$ cat config.mk
export PLATFORM = sky130hd
export DESIGN_NAME = price_level_fifo_matcher
export DESIGN_NICKNAME = d
export VERILOG_FILES = /design/src/hdl/plm_pkg.sv /design/src/hdl/plm_store.sv /design/src/hdl/price_level_fifo_matcher.sv
export SDC_FILE = /design/constraint.sdc
export NUM_CORES = 2
export LEC_CHECK = 0
export ABC_CLOCK_PERIOD_IN_PS = 13600
export BUFFER_PORTS_ARGS = -buffer_cell sky130_fd_sc_hd__buf_2
export CAP_MARGIN = 10
export CORE_MARGIN = 8
export CORE_UTILIZATION = 60
export DETAILED_ROUTE_END_ITERATION = 8
export PLACE_DENSITY = 0.78
export SLEW_MARGIN = 20
export SYNTH_ARGS = -nofsm -noshare
export SYNTH_HDL_FRONTEND = slang
export SYNTH_HIERARCHICAL = 1
export SYNTH_SLANG_ARGS = --single-unit
$ cat constraint.sdc
create_clock -name clock -period 13.6 [get_ports clock]
set_input_delay 0 -clock clock [delete_from_list [all_inputs] [get_ports clock]]
set_output_delay 0 -clock clock [all_outputs]
set_load 0.05 [all_outputs]
$ cat src/hdl/plm_pkg.sv
// Shared types, constants and helpers for the price level FIFO matcher.
// Used by plm_store and price_level_fifo_matcher; depends on nothing.
package plm_pkg;

   localparam int LEVEL_DEPTH = 16;
   localparam int PTR_W = $clog2(LEVEL_DEPTH);
   localparam int CNT_W = $clog2(LEVEL_DEPTH + 1);

   typedef struct packed {
      logic [31:0] id;
      logic [31:0] qty;
   } entry_type;

   typedef enum logic [1:0] {
      REQ_ADD    = 2'd0,
      REQ_CANCEL = 2'd1,
      REQ_MATCH  = 2'd2,
      REQ_NONE   = 2'd3
   } req_code_type;

   typedef enum logic [2:0] {
      KIND_ADDED     = 3'd0,
      KIND_FULL      = 3'd1,
      KIND_CANCELLED = 3'd2,
      KIND_NOT_FOUND = 3'd3,
      KIND_TRADE     = 3'd4,
      KIND_NO_TRADE  = 3'd5
   } kind_type;

   typedef enum logic [2:0] {
      ST_IDLE,
      ST_SEARCH,
      ST_SHIFT,
      ST_MATCH,
      ST_OUT
   } state_type;

   // ring index: head plus an offset below LEVEL_DEPTH
   function automatic logic [PTR_W-1:0] ring_idx(input logic [PTR_W-1:0] head,
                                                 input logic [CNT_W-1:0] off);
      logic [PTR_W:0] s;
      s = {1'b0, head} + {1'b0, off[PTR_W-1:0]};
      if (s >= (PTR_W+1)'(LEVEL_DEPTH)) begin
         s = s - (PTR_W+1)'(LEVEL_DEPTH);
      end
      return s[PTR_W-1:0];
   endfunction

endpackage

$ cat src/hdl/plm_store.sv
// Order store: one synchronous memory of (id, qty) entries, registered read.
// Depends on plm_pkg.
module plm_store (
   input  logic                       clock,
   input  logic                       wr_en,
   input  logic [plm_pkg::PTR_W-1:0]  wr_addr,
   input  plm_pkg::entry_type         wr_data,
   input  logic                       rd_en,
   input  logic [plm_pkg::PTR_W-1:0]  rd_addr,
   output plm_pkg::entry_type         rd_data
);
   import plm_pkg::*;

   entry_type mem [LEVEL_DEPTH];
   entry_type rd_data_ff;

   always_ff @(posedge clock) begin
      if (wr_en) begin
         mem[wr_addr] <= wr_data;
      end
      if (rd_en) begin
         rd_data_ff <= mem[rd_addr];
      end
   end

   assign rd_data = rd_data_ff;

endmodule

$ cat src/hdl/price_level_fifo_matcher.sv
// Top level of one order book price level with time-priority FIFO matching.
// Depends on plm_pkg and plm_store.
//
//   channel  direction  handshake               payload
//   req      in         req_valid / req_stall   req_type, req_order_id, req_order_qty
//   rsp      out        rsp_valid / rsp_stall   rsp_result_kind .. rsp_last
//   csr      in         csr_wr_en               csr_wr_data (level price)
//
// One item at a time. Add: the entry is written and one result given. Cancel:
// entries are searched one by one, then each later entry is moved down in turn.
// Match: each trade reads the head entry (registered store read), one result each.
// The order store's single read port forces this one-entry-at-a-time walk.
// Synchronous reset empties the level and clears the trade counter and price.
// A stalled result holds; no new item is taken until the last result leaves.
module price_level_fifo_matcher (
   input  logic        clock,
   input  logic        reset,
   input  logic        req_valid,
   output logic        req_stall,
   input  logic [1:0]  req_type,
   input  logic [31:0] req_order_id,
   input  logic [31:0] req_order_qty,
   output logic        rsp_valid,
   input  logic        rsp_stall,
   output logic [2:0]  rsp_result_kind,
   output logic [31:0] rsp_trade_id,
   output logic [31:0] rsp_trade_price,
   output logic [31:0] rsp_trade_qty,
   output logic [31:0] rsp_incoming_id,
   output logic [31:0] rsp_resting_id,
   output logic        rsp_resting_filled,
   output logic [31:0] rsp_incoming_left,
   output logic [35:0] rsp_level_qty,
   output logic [4:0]  rsp_level_count,
   output logic        rsp_last,
   input  logic        csr_wr_en,
   input  logic [31:0] csr_wr_data
);
   import plm_pkg::*;

   state_type         state_ff, state_in;
   logic [PTR_W-1:0]  head_ff, head_in;
   logic [CNT_W-1:0]  count_ff, count_in;
   logic [CNT_W-1:0]  k_ff, k_in;
   logic [35:0]       total_ff, total_in;
   logic [31:0]       tcnt_ff, tcnt_in;
   logic [31:0]       price_ff;
   logic [31:0]       id_ff, id_in;
   logic [31:0]       left_ff, left_in;

   kind_type          kind_ff, kind_in;
   logic [31:0]       tid_ff, tid_in;
   logic [31:0]       tprice_ff, tprice_in;
   logic [31:0]       tqty_ff, tqty_in;
   logic [31:0]       inc_id_ff, inc_id_in;
   logic [31:0]       rest_id_ff, rest_id_in;
   logic              filled_ff, filled_in;
   logic [31:0]       inc_left_ff, inc_left_in;
   logic [35:0]       lqty_ff, lqty_in;
   logic [4:0]        lcnt_ff, lcnt_in;
   logic              last_ff, last_in;

   logic              wr_en, rd_en, load_rsp;
   logic [PTR_W-1:0]  wr_addr, rd_addr;
   entry_type         wr_data, rd_data;
   logic [31:0]       tq;
   logic [CNT_W:0]    k1, k2;

   plm_store u_store (
      .clock   (clock),
      .wr_en   (wr_en),
      .wr_addr (wr_addr),
      .wr_data (wr_data),
      .rd_en   (rd_en),
      .rd_addr (rd_addr),
      .rd_data (rd_data)
   );

   assign k1 = {1'b0, k_ff} + (CNT_W+1)'(1);
   assign k2 = {1'b0, k_ff} + (CNT_W+1)'(2);
   assign tq = (left_ff < rd_data.qty) ? left_ff : rd_data.qty;

   always_comb begin
      state_in    = state_ff;
      head_in     = head_ff;
      count_in    = count_ff;
      k_in        = k_ff;
      total_in    = total_ff;
      tcnt_in     = tcnt_ff;
      id_in       = id_ff;
      left_in     = left_ff;
      kind_in     = kind_ff;
      tid_in      = tid_ff;
      tprice_in   = tprice_ff;
      tqty_in     = tqty_ff;
      inc_id_in   = inc_id_ff;
      rest_id_in  = rest_id_ff;
      filled_in   = filled_ff;
      inc_left_in = inc_left_ff;
      last_in     = last_ff;
      load_rsp    = 1'b0;
      wr_en       = 1'b0;
      wr_addr     = head_ff;
      wr_data     = rd_data;
      rd_en       = 1'b0;
      rd_addr     = head_ff;

      unique case (state_ff)
         ST_IDLE: begin
            if (req_valid) begin
               id_in       = req_order_id;
               left_in     = req_order_qty;
               tid_in      = '0;
               tprice_in   = '0;
               tqty_in     = '0;
               inc_id_in   = '0;
               rest_id_in  = '0;
               filled_in   = 1'b0;
               inc_left_in = '0;
               last_in     = 1'b1;
               k_in        = '0;
               unique case (req_type)
                  REQ_ADD: begin
                     load_rsp = 1'b1;
                     state_in = ST_OUT;
                     if (count_ff == CNT_W'(LEVEL_DEPTH)) begin
                        kind_in = KIND_FULL;
                     end else begin
                        kind_in     = KIND_ADDED;
                        wr_en       = 1'b1;
                        wr_addr     = ring_idx(head_ff, count_ff);
                        wr_data.id  = req_order_id;
                        wr_data.qty = req_order_qty;
                        count_in    = count_ff + CNT_W'(1);
                        total_in    = total_ff + {4'd0, req_order_qty};
                     end
                  end
                  REQ_CANCEL: begin
                     if (count_ff == '0) begin
                        kind_in  = KIND_NOT_FOUND;
                        load_rsp = 1'b1;
                        state_in = ST_OUT;
                     end else begin
                        rd_en    = 1'b1;
                        state_in = ST_SEARCH;
                     end
                  end
                  REQ_MATCH: begin
                     if (count_ff == '0 || req_order_qty == '0) begin
                        kind_in     = KIND_NO_TRADE;
                        inc_id_in   = req_order_id;
                        inc_left_in = req_order_qty;
                        load_rsp    = 1'b1;
                        state_in    = ST_OUT;
                     end else begin
                        rd_en    = 1'b1;
                        state_in = ST_MATCH;
                     end
                  end
                  default: begin
                  end
               endcase
            end
         end
         ST_SEARCH: begin
            // rd_data holds entry k
            if (rd_data.id == id_ff) begin
               total_in = total_ff - {4'd0, rd_data.qty};
               if (k1 < {1'b0, count_ff}) begin
                  rd_en    = 1'b1;
                  rd_addr  = ring_idx(head_ff, k1[CNT_W-1:0]);
                  state_in = ST_SHIFT;
               end else begin
                  count_in = count_ff - CNT_W'(1);
                  kind_in  = KIND_CANCELLED;
                  load_rsp = 1'b1;
                  state_in = ST_OUT;
               end
            end else if (k1 < {1'b0, count_ff}) begin
               k_in    = k1[CNT_W-1:0];
               rd_en   = 1'b1;
               rd_addr = ring_idx(head_ff, k1[CNT_W-1:0]);
            end else begin
               kind_in  = KIND_NOT_FOUND;
               load_rsp = 1'b1;
               state_in = ST_OUT;
            end
         end
         ST_SHIFT: begin
            // rd_data holds entry k+1; move it down to k
            wr_en   = 1'b1;
            wr_addr = ring_idx(head_ff, k_ff);
            if (k2 < {1'b0, count_ff}) begin
               k_in    = k1[CNT_W-1:0];
               rd_en   = 1'b1;
               rd_addr = ring_idx(head_ff, k2[CNT_W-1:0]);
            end else begin
               count_in = count_ff - CNT_W'(1);
               kind_in  = KIND_CANCELLED;
               load_rsp = 1'b1;
               state_in = ST_OUT;
            end
         end
         ST_MATCH: begin
            // rd_data holds the head entry
            tcnt_in     = tcnt_ff + 32'd1;
            left_in     = left_ff - tq;
            total_in    = total_ff - {4'd0, tq};
            kind_in     = KIND_TRADE;
            tid_in      = tcnt_ff + 32'd1;
            tprice_in   = price_ff;
            tqty_in     = tq;
            inc_id_in   = id_ff;
            rest_id_in  = rd_data.id;
            filled_in   = (tq == rd_data.qty);
            inc_left_in = left_ff - tq;
            if (tq == rd_data.qty) begin
               head_in  = ring_idx(head_ff, CNT_W'(1));
               count_in = count_ff - CNT_W'(1);
            end else begin
               wr_en       = 1'b1;
               wr_data.qty = rd_data.qty - tq;
            end
            last_in  = (count_in == '0) || (left_ff == tq);
            load_rsp = 1'b1;
            state_in = ST_OUT;
         end
         ST_OUT: begin
            if (!rsp_stall) begin
               if (last_ff) begin
                  state_in = ST_IDLE;
               end else begin
                  rd_en    = 1'b1;
                  state_in = ST_MATCH;
               end
            end
         end
         default: state_in = ST_IDLE;
      endcase

      lqty_in = lqty_ff;
      lcnt_in = lcnt_ff;
      if (load_rsp) begin
         lqty_in = total_in;
         lcnt_in = 5'(count_in);
      end
   end

   always_ff @(posedge clock) begin
      if (reset) begin
         state_ff <= ST_IDLE;
         head_ff  <= '0;
         count_ff <= '0;
         total_ff <= '0;
         tcnt_ff  <= '0;
         price_ff <= '0;
      end else begin
         state_ff <= state_in;
         head_ff  <= head_in;
         count_ff <= count_in;
         total_ff <= total_in;
         tcnt_ff  <= tcnt_in;
         if (csr_wr_en) begin
            price_ff <= csr_wr_data;
         end
      end
   end

   always_ff @(posedge clock) begin
      k_ff        <= k_in;
      id_ff       <= id_in;
      left_ff     <= left_in;
      kind_ff     <= kind_in;
      tid_ff      <= tid_in;
      tprice_ff   <= tprice_in;
      tqty_ff     <= tqty_in;
      inc_id_ff   <= inc_id_in;
      rest_id_ff  <= rest_id_in;
      filled_ff   <= filled_in;
      inc_left_ff <= inc_left_in;
      lqty_ff     <= lqty_in;
      lcnt_ff     <= lcnt_in;
      last_ff     <= last_in;
   end

   assign req_stall          = (state_ff != ST_IDLE);
   assign rsp_valid          = (state_ff == ST_OUT);
   assign rsp_result_kind    = kind_ff;
   assign rsp_trade_id       = tid_ff;
   assign rsp_trade_price    = tprice_ff;
   assign rsp_trade_qty      = tqty_ff;
   assign rsp_incoming_id    = inc_id_ff;
   assign rsp_resting_id     = rest_id_ff;
   assign rsp_resting_filled = filled_ff;
   assign rsp_incoming_left  = inc_left_ff;
   assign rsp_level_qty      = lqty_ff;
   assign rsp_level_count    = lcnt_ff;
   assign rsp_last           = last_ff;

`ifndef NO_ASSERTIONS
   a_count_bound: assert property (@(posedge clock) disable iff (reset)
      count_ff <= CNT_W'(LEVEL_DEPTH))
      else $error("order count beyond store depth");

   a_nontrade_last: assert property (@(posedge clock) disable iff (reset)
      rsp_valid && rsp_result_kind != KIND_TRADE |-> rsp_last)
      else $error("non-trade result not marked last");

   a_trade_follows: assert property (@(posedge clock) disable iff (reset)
      rsp_valid && !rsp_stall && !rsp_last |=> ##1 rsp_valid && rsp_result_kind == KIND_TRADE)
      else $error("missing follow-on trade");

   a_no_accept_busy: assert property (@(posedge clock) disable iff (reset)
      rsp_valid |-> req_stall)
      else $error("input taken while result pending");
`endif

endmodule

==> key figures <==
Floorplan
  • FP Rows: 125
  • Die footprint: about 130000 um^2
  • Core box area: around 120000 um^2
  • Die Ht: 356.3 um
  • # IOs: 343
  • Initial Util: between 60% and 70%
  • Die Width: ~360 um

Route
  • Post-DR vias/cell: a little under 7
  • Wire per inst: 31.97 um
  • DRT Wirelength: ~230000 um
  • DRT iter0 DRCs: between 6000 and 7000
  • DRT antenna net count: 0
  • Drt drc: 0
  • Via Count: between 40000 and 50000
  • DR pass1 iterations: 6

Placement
  • GP Congestion: 0.9912
  • DP Worst Slack: between 5 and 6 ns
  • Dpl cell area: ~73000 um^2
  • # port buffers: around 340
  • Post-DP HPWL: about 140000 um

Logic synthesis
  • Synth top area share: about three fifths
  • Post-synth EDFFs: 1395
  • FFs w/ async S/R, synth: 0%
  • Ys flop type: edfxtp_1
  • Cell count after synthesis: roughly 4900
  • Syn_area_per_cell: 14.07 um^2
  • Syn. warnings: 6
  • Most common cell in the synthesized netlist: edfxtp_1
  • FF+latch count, synth: roughly 1500
  • Synth cell count leaders: 1395 x edfxtp_1, 537 x nand2_1, 310 x nor2_1, 272 x a21oi_1, 256 x mux4_2
  • Register area share after synthesis: between 60% and 70%
  • Cell taking the most area after synthesis: edfxtp_1
  • Yosys cell types: about 100
  • Post-Syn Area: just under 70000 um^2
  • Syn_nets: 5262
  • Synth area leaders: edfxtp_1 60%, mux4_2 8.3%, ha_1 3.8%, dfxtp_1 3.2%, nand2_1 2.9%

Pwr
  • Gate power share: a little under a fifth
  • Seq pwr share: 46.1%
  • Pleak: 0.02883 uW
  • Clock network fraction of total power: around 36%
  • PD cells: between 100 and 150 nW/um^2
  • Internal Power: 8279 uW
  • VDD IR-drop max: between 0.1 and 0.15 mV
  • Net switching power: approximately 3500 uW
  • Net Sw Frac: between 20 and 30%

GRT
  • First-pass GRT wire length: 328300 um
  • Total track usage: about 35%
  • Largest net degree at the start of global routing: ~150
  • Gr ovfl total: 0
  • Initial antenna violation count: 14
  • Vias in the first global route: between 40000 and 50000

Clock network
  • Clock H-tree levels: 4
  • CTS tree: built
  • Post-CTS Resized: 0
  • Clk root buf: clkbuf_16
  • Max Buffers Root-to-Sink: 3
  • # clock sinks: 1507
  • CTS buffer count: 150
  • Worst-path clk slew: 0.06 ns
  • Clock Latency Late Sink: roughly 0.8 ns

STA
  • Max-slew headroom: a little over a fifth
  • Hold Vio Cnt, Final: 0
  • FMAX: 119.5 MHz
  • Setup_tns: 0 ns
  • Final worst-path cycle share: between 60% and 70%
  • Setup Skew: around 0.033 ns
  • Final WS setup: approximately 5.2 ns
  • Final Setup Violations: 0
  • Slew Limit Fails: 0
  • RSZ-0062 raised after global routing: false
  • Minimum clock period: 8.368 ns
  • Measured slew at the worst slew-check pin: between 1 and 1.5 ns

Critical path
  • R2R Path End: u_store/mem[10][19]
  • CP Buf/Inv Count: 4
  • Crit path top cell by count: buf_4
  • Slowest cell on crit path: buf_4
  • Worst-path maximum fanout: 45
  • CP Cell Sequence: inv_1, ha_1, a21oi_1, o21ai_0, a221oi_1, nand2_1, nor2_4, buf_4, nor2_1, a21oi_1, ha_1, and3_1, and3_1, and4_1, buf_4, nand2b_1, nand3_1, nand3b_1, nor2_4, buf_4
  • Critical path's top delay family: simple AND/OR/NAND/NOR gates
  • Slowest cell delay on critical path: ~0.90 ns
  • Critical Path End Type: flip-flop
  • Crit path required time: roughly 14 ns
  • Crit path DAT: 8.74 ns
  • Setup slack, reg-to-reg: around 5.2 ns
  • Worst Reg-to-Reg Cells: 20
  • Worst Setup Start Kind: flip-flop
  • Kind of critical path: reg -> reg
  • Worst r2r src: u_store/rd_data[23]

Finish
  • Share of cells above drive strength 1: 18.03%
  • # nets final: ~5800
  • Final Cell Area: 80060 um^2
  • Final design utilization: between 60% and 70%
  • Area delta synth->final: 15.23%

Worst hold path
  • Hold endpoint: id_ff[10]
  • Worst Hold Path Cells: 2
  • Min-delay worst type: in -> reg
  • Min-delay src: req_order_id[10]

Run
  • Maxcap violations: 0

Run status
  • Status: finished, final reports clean
[flip-flops by register name, indices dropped and copies added (netlist names), 4 cells and up]
name	count
count_ff	5
head_ff	4
id_ff	32
k_ff	5
left_ff	32
price_ff	32
rsp_incoming_id	32
rsp_incoming_left	32
rsp_level_count	5
rsp_level_qty	36
rsp_resting_id	32
rsp_trade_id	32
rsp_trade_price	32
rsp_trade_qty	32
tcnt_ff	32
total_ff	36
u_store/mem	1024
u_store/rd_data	64
[final cells by class]
cell class | instances | area, um^2
flip-flops and latches | 1507 | 44130
fillers | 7459 | 35520
multi-input cells | 3087 | 24150
repair buffers | 641 | 4526
clock buffers | 184 | 3975
well taps | 1524 | 1907
clock inverters | 96 | 922.1
inverters | 115 | 431.7
diodes | 4 | 10.01
[timing repair]
action / 4_1_cts / 5_1_grt
endpoints found under the hold margin: 566 / 0
hold buffers: 211 / 0
buffers inserted: 0 / 0
[cells by family after synthesis]
group                      share of synthesized area [%]
adders and majority gates                          4.077
muxes                                              9.102
buffers and inverters                              2.181
DFF                                                63.52
AOI/OAI and AO/OA                                  9.648
xor gates and xnor gates                           2.874
and+or+nand+nor                                    8.593
[worst register-to-register path, cell delays in order (launching register included)]
cell	delay, ns
edfxtp_1	0.43
inv_1	0.14
ha_1	0.27
a21oi_1	0.15
o21ai_0	0.15
a221oi_1	0.72
nand2_1	0.53
nor2_4	0.73
buf_4	0.51
nor2_1	0.10
a21oi_1	0.41
ha_1	0.41
and3_1	0.22
and3_1	0.24
and4_1	0.19
buf_4	0.21
nand2b_1	0.20
nand3_1	0.23
nand3b_1	0.37
nor2_4	0.82
buf_4	0.91
[layout by cell type (no fill, tap or decap), types with 98 or more instances in the layout]
master	n
buf_2	342
inv_1	113
clkbuf_16	153
o21ai_0	203
ha_1	212
xnor2_1	138
a21oi_1	264
nand2_1	533
nor2_1	292
and2_1	101
a22oi_1	142
a21o_1	98
edfxtp_1	1395
mux4_2	256
dfxtp_1	112
dlygate4sd3_1	211
[worst max path at each step]
stage	startpoint	end	depth (start not counted)
5_1_grt	u_store/rd_data[23]	u_store/mem[13][8]	20
3_5_place_dp	u_store/rd_data[23]	u_store/mem[12][24]	23
2_1_floorplan	u_store/rd_data[11]	u_store/mem[0][0]	24
3_3_place_gp	u_store/rd_data[23]	u_store/mem[15][15]	20
4_1_cts	u_store/rd_data[23]	u_store/mem[13][24]	23
6_report	u_store/rd_data[23]	u_store/mem[10][19]	20
[power by group through the flow]
stage                     registers [uW]  logic (uW)  clock network [uW]
after global routing                5430        2250                4400
after floorplan                     5780        1080                   0
final                               5430        2140                4220
after CTS                           5420        2070                4210
after detailed placement            5510        2000                   0
after global placement              5510        1990                   0
[metal layers]
layer	vias up	GRT usage, %	part of all wire, %
met4	6	20.76	7.0
li1	20170	-	-
met2	3548	58.86	48
met5	-	0	0.017
met3	847	7.748	11
met1	23600	42.79	34
[stage by stage]
step	hold slack, ns	power [uW]	std cells
3_5_place_dp	0.2114	7511	6662
2_1_floorplan	0.09887	6867	4938
4_1_cts	0.01129	11700	7153
5_1_grt	0.06036	12080	7156
6_report	0.07051	11780	7158
3_3_place_gp	0.2119	7492	6661
Note: power is estimated with default switching activity, not from simulation.
